===== config.mk =====
export PLATFORM = sky130hd
export DESIGN_NAME = rc4_stream_cipher_flat
export DESIGN_NICKNAME = d
export VERILOG_FILES = /design/src/rtl/rc4_pkg.sv /design/src/rtl/rc4_ifs.sv /design/src/rtl/rc4_key_regs.sv /design/src/rtl/rc4_engine.sv /design/src/rtl/rc4_stream_cipher.sv /design/src/flat_wrapper.sv
export SDC_FILE = /design/constraint.sdc
export NUM_CORES = 2
export LEC_CHECK = 0
export ABC_AREA = 1
export BUFFER_PORTS_ARGS = -buffer_cell sky130_fd_sc_hd__buf_2
export CAP_MARGIN = 40
export CORE_MARGIN = 3
export CORE_UTILIZATION = 25
export DETAILED_ROUTE_END_ITERATION = 8
export HOLD_SLACK_MARGIN = 0.08
export SYNTH_ARGS = -nofsm -noshare
export SYNTH_HDL_FRONTEND = slang
export SYNTH_SLANG_ARGS = --single-unit

===== constraint.sdc =====
create_clock -name clk_i -period 15.87 [get_ports clk_i]
set_input_delay 0.7935 -clock clk_i [delete_from_list [all_inputs] [get_ports clk_i]]
set_output_delay 0.7935 -clock clk_i [all_outputs]
set_load 0.02 [all_outputs]

===== src/rtl/rc4_pkg.sv =====
// rc4 stream cipher package: sizes, register map and sequencer states
// no dependencies; used by every other file of the block

package rc4_pkg;

  localparam int unsigned KEY_BYTES_DEF = 6;
  localparam int unsigned KEY_BYTES_MAX = 8;
  localparam int unsigned KEY_W         = 48;
  localparam int unsigned TABLE_DEPTH   = 256;
  localparam int unsigned BYTE_W        = 8;
  localparam int unsigned ADDR_W        = $clog2(TABLE_DEPTH);

  // apb map: one 64-bit register, eight bytes per slot
  localparam int unsigned APB_ADDR_W  = 4;
  localparam int unsigned APB_DATA_W  = 64;
  localparam int unsigned REG_IDX_LSB = 3;

  typedef enum logic {
    REG_CIPHER_KEY = 1'b0
  } reg_idx_e;

  typedef logic [BYTE_W-1:0] byte_t;
  typedef logic [KEY_W-1:0]  key_t;

  typedef enum logic [3:0] {
    ST_IDLE,
    ST_FILL,
    ST_MIX_RDN,
    ST_MIX_RDA,
    ST_MIX_WRN,
    ST_MIX_WRA,
    ST_KS_I,
    ST_KS_J,
    ST_SWAP_A,
    ST_SWAP_B,
    ST_OUT
  } state_e;

endpackage


===== src/rtl/rc4_ifs.sv =====
// valid/ready channel interfaces for the rc4 stream cipher
// depends on rc4_pkg for the byte type

interface rc4_in_if;
  logic           valid;
  logic           ready;
  rc4_pkg::byte_t plain_byte;
  logic           last_byte;

  modport source (output valid, output plain_byte, output last_byte, input ready);
  modport sink   (input valid, input plain_byte, input last_byte, output ready);
endinterface

interface rc4_out_if;
  logic           valid;
  logic           ready;
  rc4_pkg::byte_t cipher_byte;

  modport source (output valid, output cipher_byte, input ready);
  modport sink   (input valid, input cipher_byte, output ready);
endinterface


===== src/rtl/rc4_key_regs.sv =====
// apb register slice holding the cipher key
// depends on rc4_pkg for the register map

module rc4_key_regs (
  input  logic                              clk_i,
  input  logic                              rst_ni,
  input  logic                              psel,
  input  logic                              penable,
  input  logic                              pwrite,
  input  logic [rc4_pkg::APB_ADDR_W-1:0]    paddr,
  input  logic [rc4_pkg::APB_DATA_W-1:0]    pwdata,
  output logic [rc4_pkg::APB_DATA_W-1:0]    prdata,
  output logic                              pready,
  output rc4_pkg::key_t                     key_o
);

  rc4_pkg::key_t key_q, key_d;
  logic          sel_key;
  logic          wr_en;

  assign sel_key = (paddr[rc4_pkg::APB_ADDR_W-1:rc4_pkg::REG_IDX_LSB]
                    == rc4_pkg::REG_CIPHER_KEY);
  assign wr_en   = psel && penable && pwrite && sel_key;
  assign pready  = 1'b1;

  always_comb begin
    key_d = key_q;
    if (wr_en) begin
      key_d = pwdata[rc4_pkg::KEY_W-1:0];
    end
  end

  always_comb begin
    prdata = '0;
    if (sel_key) begin
      prdata = {{(rc4_pkg::APB_DATA_W-rc4_pkg::KEY_W){1'b0}}, key_q};
    end
  end

  always_ff @(posedge clk_i or negedge rst_ni) begin
    if (!rst_ni) begin
      key_q <= '0;
    end else begin
      key_q <= key_d;
    end
  end

  assign key_o = key_q;

endmodule


===== src/rtl/rc4_engine.sv =====
// rc4 sequencer around a 256-entry permutation memory (registered read)
// runs key scheduling and keystream steps; holds the output register
// depends on rc4_pkg and rc4_ifs

module rc4_engine #(
  parameter int unsigned KEY_BYTES = rc4_pkg::KEY_BYTES_DEF
) (
  input  logic          clk_i,
  input  logic          rst_ni,
  input  rc4_pkg::key_t key_i,
  rc4_in_if.sink        in_i,
  rc4_out_if.source     out_o
);

  localparam int unsigned KIDX_W = (KEY_BYTES > 1) ? $clog2(KEY_BYTES) : 1;
  localparam int unsigned AW     = rc4_pkg::ADDR_W;
  localparam logic [KIDX_W-1:0] KIDX_LAST = KIDX_W'(KEY_BYTES - 1);
  localparam logic [AW-1:0]     N_LAST    = AW'(rc4_pkg::TABLE_DEPTH - 1);

  // permutation memory
  rc4_pkg::byte_t mem [rc4_pkg::TABLE_DEPTH];
  rc4_pkg::byte_t rdata_q;
  logic           mem_we, mem_re;
  logic [AW-1:0]  mem_waddr, mem_raddr;
  rc4_pkg::byte_t mem_wdata;

  rc4_pkg::state_e state_q, state_d;
  logic [AW-1:0]     i_q, i_d, j_q, j_d, n_q, n_d, acc_q, acc_d;
  logic [KIDX_W-1:0] kidx_q, kidx_d;
  rc4_pkg::byte_t    si_q, si_d, plain_q, plain_d, cipher_q, cipher_d;
  logic              fwd_q, fwd_d, rekey_q, rekey_d, ov_q, ov_d;

  logic              in_fire, load_out;
  logic [rc4_pkg::KEY_BYTES_MAX-1:0][rc4_pkg::BYTE_W-1:0] key_pad;
  rc4_pkg::byte_t    key_byte, ks_byte;
  logic [AW-1:0]     t_addr, acc_next;

  assign in_i.ready = (state_q == rc4_pkg::ST_IDLE);
  assign in_fire    = in_i.valid && in_i.ready;
  assign load_out   = (state_q == rc4_pkg::ST_OUT) && (!ov_q || out_o.ready);

  // key bytes beyond the register read as zero
  assign key_pad  = {{(rc4_pkg::KEY_BYTES_MAX*rc4_pkg::BYTE_W-rc4_pkg::KEY_W){1'b0}}, key_i};
  assign key_byte = key_pad[3'(kidx_q)];
  assign acc_next = acc_q + rdata_q + key_byte;
  assign t_addr   = si_q + rdata_q;
  // S[t] read in the cycle S[j] is written: memory returns old data there
  assign ks_byte  = fwd_q ? si_q : rdata_q;

  // next state
  always_comb begin
    state_d = state_q;
    unique case (state_q)
      rc4_pkg::ST_IDLE: begin
        if (in_fire) begin
          state_d = rekey_q ? rc4_pkg::ST_FILL : rc4_pkg::ST_KS_J;
        end
      end
      rc4_pkg::ST_FILL: begin
        if (n_q == N_LAST) begin
          state_d = rc4_pkg::ST_MIX_RDN;
        end
      end
      rc4_pkg::ST_MIX_RDN: state_d = rc4_pkg::ST_MIX_RDA;
      rc4_pkg::ST_MIX_RDA: state_d = rc4_pkg::ST_MIX_WRN;
      rc4_pkg::ST_MIX_WRN: state_d = rc4_pkg::ST_MIX_WRA;
      rc4_pkg::ST_MIX_WRA: begin
        state_d = (n_q == N_LAST) ? rc4_pkg::ST_KS_I : rc4_pkg::ST_MIX_RDN;
      end
      rc4_pkg::ST_KS_I:   state_d = rc4_pkg::ST_KS_J;
      rc4_pkg::ST_KS_J:   state_d = rc4_pkg::ST_SWAP_A;
      rc4_pkg::ST_SWAP_A: state_d = rc4_pkg::ST_SWAP_B;
      rc4_pkg::ST_SWAP_B: state_d = rc4_pkg::ST_OUT;
      rc4_pkg::ST_OUT: begin
        if (load_out) begin
          state_d = rc4_pkg::ST_IDLE;
        end
      end
      default: state_d = rc4_pkg::ST_IDLE;
    endcase
  end

  // memory controls and datapath
  always_comb begin
    mem_we    = 1'b0;
    mem_re    = 1'b0;
    mem_waddr = n_q;
    mem_raddr = n_q;
    mem_wdata = rdata_q;
    i_d       = i_q;
    j_d       = j_q;
    n_d       = n_q;
    acc_d     = acc_q;
    kidx_d    = kidx_q;
    si_d      = si_q;
    fwd_d     = fwd_q;
    plain_d   = plain_q;
    rekey_d   = rekey_q;
    cipher_d  = cipher_q;
    ov_d      = ov_q;
    if (out_o.ready) begin
      ov_d = 1'b0;
    end
    unique case (state_q)
      rc4_pkg::ST_IDLE: begin
        if (in_fire) begin
          plain_d = in_i.plain_byte;
          rekey_d = in_i.last_byte;
          n_d     = '0;
          if (!rekey_q) begin
            i_d       = i_q + 1'b1;
            mem_re    = 1'b1;
            mem_raddr = i_q + 1'b1;
          end
        end
      end
      rc4_pkg::ST_FILL: begin
        mem_we    = 1'b1;
        mem_waddr = n_q;
        mem_wdata = n_q;
        n_d       = n_q + 1'b1;
        acc_d     = '0;
        kidx_d    = '0;
      end
      rc4_pkg::ST_MIX_RDN: begin
        mem_re    = 1'b1;
        mem_raddr = n_q;
      end
      rc4_pkg::ST_MIX_RDA: begin
        si_d      = rdata_q;
        acc_d     = acc_next;
        mem_re    = 1'b1;
        mem_raddr = acc_next;
      end
      rc4_pkg::ST_MIX_WRN: begin
        mem_we    = 1'b1;
        mem_waddr = n_q;
        mem_wdata = rdata_q;
      end
      rc4_pkg::ST_MIX_WRA: begin
        mem_we    = 1'b1;
        mem_waddr = acc_q;
        mem_wdata = si_q;
        n_d       = n_q + 1'b1;
        kidx_d    = (kidx_q == KIDX_LAST) ? '0 : kidx_q + 1'b1;
        i_d       = '0;
        j_d       = '0;
      end
      rc4_pkg::ST_KS_I: begin
        i_d       = i_q + 1'b1;
        mem_re    = 1'b1;
        mem_raddr = i_q + 1'b1;
      end
      rc4_pkg::ST_KS_J: begin
        si_d      = rdata_q;
        j_d       = j_q + rdata_q;
        mem_re    = 1'b1;
        mem_raddr = j_q + rdata_q;
      end
      rc4_pkg::ST_SWAP_A: begin
        mem_we    = 1'b1;
        mem_waddr = i_q;
        mem_wdata = rdata_q;
      end
      rc4_pkg::ST_SWAP_B: begin
        mem_we    = 1'b1;
        mem_waddr = j_q;
        mem_wdata = si_q;
        mem_re    = 1'b1;
        mem_raddr = t_addr;
        fwd_d     = (t_addr == j_q);
      end
      rc4_pkg::ST_OUT: begin
        if (load_out) begin
          cipher_d = plain_q ^ ks_byte;
          ov_d     = 1'b1;
        end
      end
      default: begin
      end
    endcase
  end

  always_ff @(posedge clk_i) begin
    if (mem_we) begin
      mem[mem_waddr] <= mem_wdata;
    end
    if (mem_re) begin
      rdata_q <= mem[mem_raddr];
    end
  end

  always_ff @(posedge clk_i or negedge rst_ni) begin
    if (!rst_ni) begin
      state_q <= rc4_pkg::ST_IDLE;
      i_q     <= '0;
      j_q     <= '0;
      n_q     <= '0;
      kidx_q  <= '0;
      rekey_q <= 1'b1;
      ov_q    <= 1'b0;
    end else begin
      state_q <= state_d;
      i_q     <= i_d;
      j_q     <= j_d;
      n_q     <= n_d;
      kidx_q  <= kidx_d;
      rekey_q <= rekey_d;
      ov_q    <= ov_d;
    end
  end

  always_ff @(posedge clk_i) begin
    acc_q    <= acc_d;
    si_q     <= si_d;
    fwd_q    <= fwd_d;
    plain_q  <= plain_d;
    cipher_q <= cipher_d;
  end

  assign out_o.valid       = ov_q;
  assign out_o.cipher_byte = cipher_q;

  a_rekey_enters_fill: assert property (@(posedge clk_i) disable iff (!rst_ni)
    (in_fire && rekey_q) |=> (state_q == rc4_pkg::ST_FILL))
    else $error("rekey item did not start the table fill");

  a_indexes_restart: assert property (@(posedge clk_i) disable iff (!rst_ni)
    (state_q == rc4_pkg::ST_KS_I) |-> (i_q == '0 && j_q == '0))
    else $error("indexes not cleared after key scheduling");

  a_no_overwrite: assert property (@(posedge clk_i) disable iff (!rst_ni)
    load_out |-> (!ov_q || out_o.ready))
    else $error("output register loaded while an item waits");

  a_idle_no_write: assert property (@(posedge clk_i) disable iff (!rst_ni)
    (state_q == rc4_pkg::ST_IDLE) |-> !mem_we)
    else $error("permutation memory written while idle");

endmodule


===== src/rtl/rc4_stream_cipher.sv =====
// rc4 stream cipher top level: apb key register and the rc4 engine
// depends on rc4_pkg, rc4_ifs, rc4_key_regs and rc4_engine
//
// channel   dir  handshake      payload
// in_i      in   valid/ready    plain_byte[7:0], last_byte
// out_o     out  valid/ready    cipher_byte[7:0]
// apb       in   psel/penable   cipher_key at byte address 0 (64-bit data)
//
// an item reads S[i], S[j] and the keystream entry one
// after the other, each address set by the previous read, around two swap writes
// the first item after reset or after a last_byte item first runs key scheduling:
// 256 fill writes, then per entry a mix step that swaps S[n] and S[acc]
// reset leaves the key at zero with rekey pending; the table is not cleared
// a finished item waits in the output register while the next is taken

module rc4_stream_cipher #(
  parameter int unsigned KEY_BYTES = rc4_pkg::KEY_BYTES_DEF
) (
  input  logic                           clk_i,
  input  logic                           rst_ni,
  rc4_in_if.sink                         in_i,
  rc4_out_if.source                      out_o,
  input  logic                           psel,
  input  logic                           penable,
  input  logic                           pwrite,
  input  logic [rc4_pkg::APB_ADDR_W-1:0] paddr,
  input  logic [rc4_pkg::APB_DATA_W-1:0] pwdata,
  output logic [rc4_pkg::APB_DATA_W-1:0] prdata,
  output logic                           pready
);

  rc4_pkg::key_t key;

  rc4_key_regs u_regs (
    .clk_i   (clk_i),
    .rst_ni  (rst_ni),
    .psel    (psel),
    .penable (penable),
    .pwrite  (pwrite),
    .paddr   (paddr),
    .pwdata  (pwdata),
    .prdata  (prdata),
    .pready  (pready),
    .key_o   (key)
  );

  rc4_engine #(
    .KEY_BYTES (KEY_BYTES)
  ) u_engine (
    .clk_i  (clk_i),
    .rst_ni (rst_ni),
    .key_i  (key),
    .in_i   (in_i),
    .out_o  (out_o)
  );

endmodule

===== src/flat_wrapper.sv =====
// flat-port wrapper written by rule: the top's interface ports become plain ports
module rc4_stream_cipher_flat 
#(
  parameter int unsigned KEY_BYTES = rc4_pkg::KEY_BYTES_DEF
)
  (clk_i, rst_ni, psel, penable, pwrite, paddr, pwdata, prdata, pready, in_i_valid, in_i_plain_byte, in_i_last_byte, in_i_ready, out_o_valid, out_o_cipher_byte, out_o_ready);
  rc4_in_if in_i_i ();
  rc4_out_if out_o_i ();
  input  logic clk_i;
  input  logic rst_ni;
  input  logic psel;
  input  logic penable;
  input  logic pwrite;
  input  logic [rc4_pkg::APB_ADDR_W-1:0] paddr;
  input  logic [rc4_pkg::APB_DATA_W-1:0] pwdata;
  output logic [rc4_pkg::APB_DATA_W-1:0] prdata;
  output logic pready;
  input wire logic [$bits(in_i_i.valid)-1:0] in_i_valid;
  input wire logic [$bits(in_i_i.plain_byte)-1:0] in_i_plain_byte;
  input wire logic [$bits(in_i_i.last_byte)-1:0] in_i_last_byte;
  output wire logic [$bits(in_i_i.ready)-1:0] in_i_ready;
  output wire logic [$bits(out_o_i.valid)-1:0] out_o_valid;
  output wire logic [$bits(out_o_i.cipher_byte)-1:0] out_o_cipher_byte;
  input wire logic [$bits(out_o_i.ready)-1:0] out_o_ready;
  assign in_i_i.valid = in_i_valid;
  assign in_i_i.plain_byte = in_i_plain_byte;
  assign in_i_i.last_byte = in_i_last_byte;
  assign in_i_ready = in_i_i.ready;
  assign out_o_valid = out_o_i.valid;
  assign out_o_cipher_byte = out_o_i.cipher_byte;
  assign out_o_i.ready = out_o_ready;
  rc4_stream_cipher #(.KEY_BYTES(KEY_BYTES)) u_core (.clk_i(clk_i), .rst_ni(rst_ni), .in_i(in_i_i), .out_o(out_o_i), .psel(psel), .penable(penable), .pwrite(pwrite), .paddr(paddr), .pwdata(pwdata), .prdata(prdata), .pready(pready));
endmodule

# == Word-level counts from Yosys, hierarchy flattened ==
# Memories as Yosys holds them, arrays and structs flattened. A register that Yosys moved wholly into a read port is not among the register bits.
# Cells that the tools add are included.
# classes
addsub,7
n_lt_le_gt_ge,1
eq_ne,17
muxes,33
bitwise,2
n_reduce_logical,23
# op_table
cell,count
$pmux W8 S2,4
$mux W8,7
$mux W48,1
$pmux W8 S3,2
$pmux W4 S11,1
$pmux W8 S5,1
$add A8 B8 Y8,4
$bmux W8 S3,1
$add A8 B1 Y8 const B,2
$eq A4 B3 Y1 const B,4
$eq A4 B4 Y1 const B,3
$mux W4,3
$reduce_or A5 Y1,2
$mux W3,3
$eq A4 B2 Y1 const B,2
$eq A8 B8 Y1,1
$eq A8 B8 Y1 const B,1
$mux W1,8
$reduce_bool A2 Y1,4
$xor A8 B8 Y8,1
$ne A2 B2 Y1 const B,3
$pmux W3 S2,1
$reduce_and A2 Y1,3
$reduce_and A3 Y1,2
other kinds (13),19
# word_totals
regBits,114
mem_bits_rw,2048
elab_cells,97
n_memories,1
# memory_table
name,depth,width,read_ports,rd_clocked_by_memory_dff,wr,line,text
u_core.u_engine.mem,256,8,1,1,1,rc4_engine.sv:21,rc4_pkg::byte_t mem [rc4_pkg::TABLE_DEPTH];

# == Logic depth before layout (Yosys ltp) ==
# depth
depth_word,5
mapped_depth,25
depth_no_buf,23

# == By module ==
# A second synthesis with hierarchy kept.
# unflattened
cells_unflattened,8879
hier_area_um2,95907.0
# by_module_without_submodules
mod,n_inst,cells_each,area_each_um2,seq_area_each_um2
rc4_engine,1,8547,93478.4,63557.2
rc4_key_regs,1,332,2428.6,1201.2

# == Worst setup path after synthesis ==
# OpenSTA, ideal clock, no wires.
# synth_timing
path_type,flip-flop to flip-flop
startpoint,reg u_core.u_engine.state_q[1]
endpoint,"mem u_core.u_engine.mem[0][0] (netlist bit), data pin"
setup_time_ps,1533
arrival_time_ps,7728
required_ps,14337
path_slack_ps,6609
stages_incl_launch_ff,7
n_path_buf,1
period_less_slack_ps,9261
cell_sequence,dfrtp_1 > buf_4 > inv_2 > nand2_1 > nor2_1 > clkinv_1 > o211ai_1
# synth_between
elab_chain_cells,3
elab_cells_between_ends,5
classes_between,3 x eq/ne; 1 x mux; 1 x reduce/logical
# synth_lines
item,line,text
from (decl),rc4_engine.sv:27,"rc4_pkg::state_e state_q, state_d;"
from (signal assigned),rc4_engine.sv:195,state_q <= rc4_pkg::ST_IDLE;
from (signal assigned),rc4_engine.sv:203,state_q <= state_d;
$eq A4 B4 Y1 or $eq A4 B3 Y1 (tied branches),rc4_engine.sv:104,unique case (state_q)
$reduce_or A2 Y1 (no source line),-,
$pmux W8 S2 *,rc4_engine.sv:104,
named net u_core.u_engine.mem_wdata[0],rc4_engine.sv:25,rc4_pkg::byte_t mem_wdata;
to (decl),rc4_engine.sv:21,
# The timed path passes the listed nets; every way through them passes the cells marked *.

# == Final worst setup path ==
# layout_timing
startpoint,reg u_core.u_engine.kidx_q[0]
endpoint,"reg u_core.u_engine.rdata_q[2] (read register of u_core.u_engine.mem), data pin"
# layout_between
elab_chain_cells,4
# layout_lines
item,line,text
from (decl),rc4_engine.sv:29,"logic [KIDX_W-1:0] kidx_q, kidx_d;"
from (signal assigned),rc4_engine.sv:207,kidx_q <= kidx_d;
$bmux W8 S3,rc4_engine.sv:44,assign key_byte = key_pad[3'(kidx_q)];
$mux W8 (implied by the code),rc4_engine.sv:44,
$add A8 B8 Y8,rc4_engine.sv:45,assign acc_next = acc_q + rdata_q + key_byte;
$pmux W8 S5,rc4_engine.sv:104,
to (decl),rc4_engine.sv:22,rc4_pkg::byte_t rdata_q;
# No other way between the ends. The select of a mux whose other input is x is not followed.
# A chain may end at the register's enable or synchronous reset.

==> flow_summary.json <==
{
  "outcome": "finished clean",
  "cts_tree": "done",
  "cts-resized-gates": 0,
  "place.gp.congestion": 0.833,
  "path_class": "flip-flop to flip-flop",
  "die_area_mm2": 0.387,
  "ant_nets": 0,
  "postCtsHoldBufs": 10,
  "crit_start": "u_core.u_engine.kidx_q[0]",
  "synth_cells": 8943,
  "cp-endpoint": "u_core.u_engine.rdata_q[2]",
  "totalWireLength_um": 268000,
  "post-route-period-util": 0.510,
  "cts_sinks": 2170,
  "start_util": 0.252,
  "core.rowCount": 225,
  "finalSetupViolCount": 0,
  "fin_nets": 8957,
  "clockRootBuffer": "clkbuf_16",
  "finalSetupTns_ns": 0,
  "tightest_slew_ns": 1.05,
  "drv_slew": 0,
  "cp.required_ns": 16.61,
  "die_w_um": 622,
  "postCtsSetupBuffers": 0,
  "final_cell_mix": "nand2_1, edfxtp_1, nand3_1",
  "cp_max_fo": 172,
  "ys_ff_latch": 2170,
  "multi_input_area_mm2": 0.0257,
  "vias_per_cell": 4.70,
  "synth_area_per_cell_um2": 10.6,
  "first_pass_iters": 8,
  "vias": 65894,
  "grt_pass1_vias": 60975,
  "r2r_end": "u_core.u_engine.rdata_q[2]",
  "yosysUniqueCellTypes": 48,
  "slew_headroom": 0.301,
  "hold_class": "input port to flip-flop",
  "core_mm2": 0.377,
  "rsz0062_at_grt": "no",
  "regArea_mm2": 0.0648,
  "drive_above_1_share": 0.0675,
  "drc": 0,
  "grt_overflow_total": 0,
  "worstReg2RegStart": "u_core.u_engine.kidx_q[0]",
  "cp-end-kind": "flip-flop",
  "insertion_delay_ns": 0.90,
  "drt_iter0_drc": 7426,
  "htreeDepth": 4,
  "track_usage": 0.132,
  "path_clk_slew_ns": 0.06,
  "nFillCells": 38660,
  "final_common_cell": "nand2_1",
  "ys_seq_area_frac": 0.682,
  "cts_max_path_buffers": 3,
  "period_minus_slack_ns": 8.09,
  "die_h_um": 622,
  "yosys_warnings": 0,
  "worst-r2r-setup-slack_ns": 7.78,
  "start_kind": "flip-flop",
  "grt_start_max_net_pins": 187,
  "ioPinCount": 159,
  "grt_pass1_wl_um": 397000,
  "antenna_found_initial": 5,
  "hold_violations": 0,
  "cts_buffers": 222,
  "arrival_ns": 8.82,
  "wl_per_cell_um": 19.1,
  "r2r_cells": 25,
  "port_buffers": 122,
  "dp_hpwl_um": 150000,
  "area_growth_pct": 13.7,
  "max-cap-violations": 0,
  "clock-skew-final_ns": 0.0638,
  "clock.fmax_ghz": 0.124,
  "syn_area_mm2": 0.0949
}
state kept, by name, indices dropped and copies added (netlist names):
name and count:
u_core.u_engine.n_q 8, u_core.u_engine.state_q 4, u_core.u_engine.fwd_q 1, u_core.u_engine.rekey_q 1, u_core.u_engine.j_q 8, u_core.u_engine.i_q 8
u_core.u_engine.kidx_q 3, u_core.u_engine.out_o.cipher_byte 8, u_core.u_engine.plain_q 8, u_core.u_engine.out_o.valid 1, u_core.u_engine.mem 2048, u_core.u_engine.acc_q 8
u_core.u_regs.key_o 48, u_core.u_engine.si_q 8, u_core.u_engine.rdata_q 8
per-stage QoR:
step,instances,hold slack (ns),worst slack [ns],instance area (µm²),utilization
final,14017,0.144,7.78,108000,0.286
after global routing,14017,0.122,7.32,108000,0.286
after CTS,14012,0.0811,7.80,108000,0.286
after detailed placement,13597,0.509,7.81,101000,0.268
after global placement,13535,0.510,7.46,99700,0.265
after floorplan,8958,0.424,6.61,94900,-
worst max-delay path, cell delays in order (launching register included):
cell	delay [ns]
dfrtp_1	0.80
inv_1	0.40
nand2_1	0.40
o22ai_1	0.16
a21oi_1	0.22
fa_1	0.45
inv_1	0.07
nand2_1	0.07
nand2_1	0.13
nor2_1	0.11
nand2_8	0.50
buf_4	0.77
buf_12	0.57
buf_4	0.33
buf_16	0.29
buf_4	0.72
nand3_1	0.13
nand2_1	0.11
nand2_1	0.05
nand3_1	0.19
nand3_1	0.10
nand3_1	0.17
nand3_1	0.28
nand3_1	0.21
nand3_1	0.22
nand2_1	0.24
kinds of logic after synthesis:
group,count (synthesis),synth area share
AOI/OAI and AO/OA,307,0.0208
xor gates and xnor gates,29,0.00268
adders and majority gates,32,0.00501
buffers and inverters,1031,0.0486
DFF,2170,0.682
muxes,6,0.000633
other,2,0.0000791
and+or+nand+nor,5366,0.240
per-layer routing:
| layer | GRT usage | vias to the layer above | part of all wire | wire length (µm) |
|---|---|---|---|---|
| met5 | 0 | - | 0.000078 | 21 |
| met4 | 0.0420 | 4 | 0.030 | 8130 |
| met3 | 0.0222 | 419 | 0.080 | 21500 |
| met2 | 0.209 | 2793 | 0.46 | 123000 |
| met1 | 0.185 | 32087 | 0.43 | 115000 |
| li1 | - | 30591 | - | - |
cell type report:
type,count,area share
Timing Repair Buffer,280,0.0249
Inverter,410,0.0144
Clock inverter,119,0.0103
Multi-Input combinational cell,5757,0.238
Clock buffer,286,0.0538
Sequential cell,2170,0.600
Antenna cell,1,0.0000232
Tap cell,4994,0.0579
synthesized netlist by cell type (all sizes together):
| cell | count | share of area |
|---|---|---|
| dfrtp | 80 | 0.021 |
| a221oi | 1 | 0.000092 |
| a21boi | 2 | 0.00016 |
| o31ai | 2 | 0.00016 |
| o221ai | 4 | 0.00037 |
| o22ai | 16 | 0.0011 |
| ha | 22 | 0.0029 |
| nand4 | 3 | 0.00020 |
| a211oi | 5 | 0.00040 |
| nand2 | 2886 | 0.11 |
| a22oi | 1 | 0.000079 |
| a2111oi | 2 | 0.00018 |
| o211ai | 132 | 0.010 |
| nor3 | 10 | 0.00058 |
| a21oi | 71 | 0.0038 |
| mux2i | 6 | 0.00063 |
| nor4 | 1 | 0.000066 |
| xnor2 | 13 | 0.0012 |
| fa | 10 | 0.0021 |
| o21ai | 61 | 0.0033 |
| xor2 | 16 | 0.0015 |
| nand3b | 7 | 0.00055 |
| edfxtp | 2089 | 0.66 |
| a31oi | 3 | 0.00020 |
| a21o | 1 | 0.000079 |
| dfstp | 1 | 0.00028 |
| nand3 | 2011 | 0.11 |
| o21a | 2 | 0.00016 |
| buf | 471 | 0.026 |
| nor2 | 445 | 0.018 |
| and2 | 1 | 0.000066 |
| clkbuf | 150 | 0.0059 |
| o2111ai | 3 | 0.00028 |
| conb | 2 | 0.000079 |
| inv | 407 | 0.016 |
| or2 | 2 | 0.00013 |
| clkinv | 3 | 0.00012 |
| o21bai | 1 | 0.000079 |
worst min path at each step:
stage / end / from / slack [ns] / cells after the start
6_report: u_core.u_regs.key_o[15] / pwdata[15] / 0.14 / 3
2_1_floorplan: u_core.u_engine.si_q[7] / u_core.u_engine.rdata_q[7] / 0.42 / 0
3_5_place_dp: u_core.u_engine.kidx_q[2] / u_core.u_engine.kidx_q[2] / 0.51 / 1
5_1_grt: u_core.u_regs.key_o[15] / pwdata[15] / 0.12 / 3
4_1_cts: u_core.u_regs.key_o[15] / pwdata[15] / 0.08 / 3
3_3_place_gp: u_core.u_regs.key_o[21] / u_core.u_regs.key_o[21] / 0.51 / 2
Power is not shown: default switching activity piles up to over one toggle a cycle in this logic, so the estimate is an artifact.
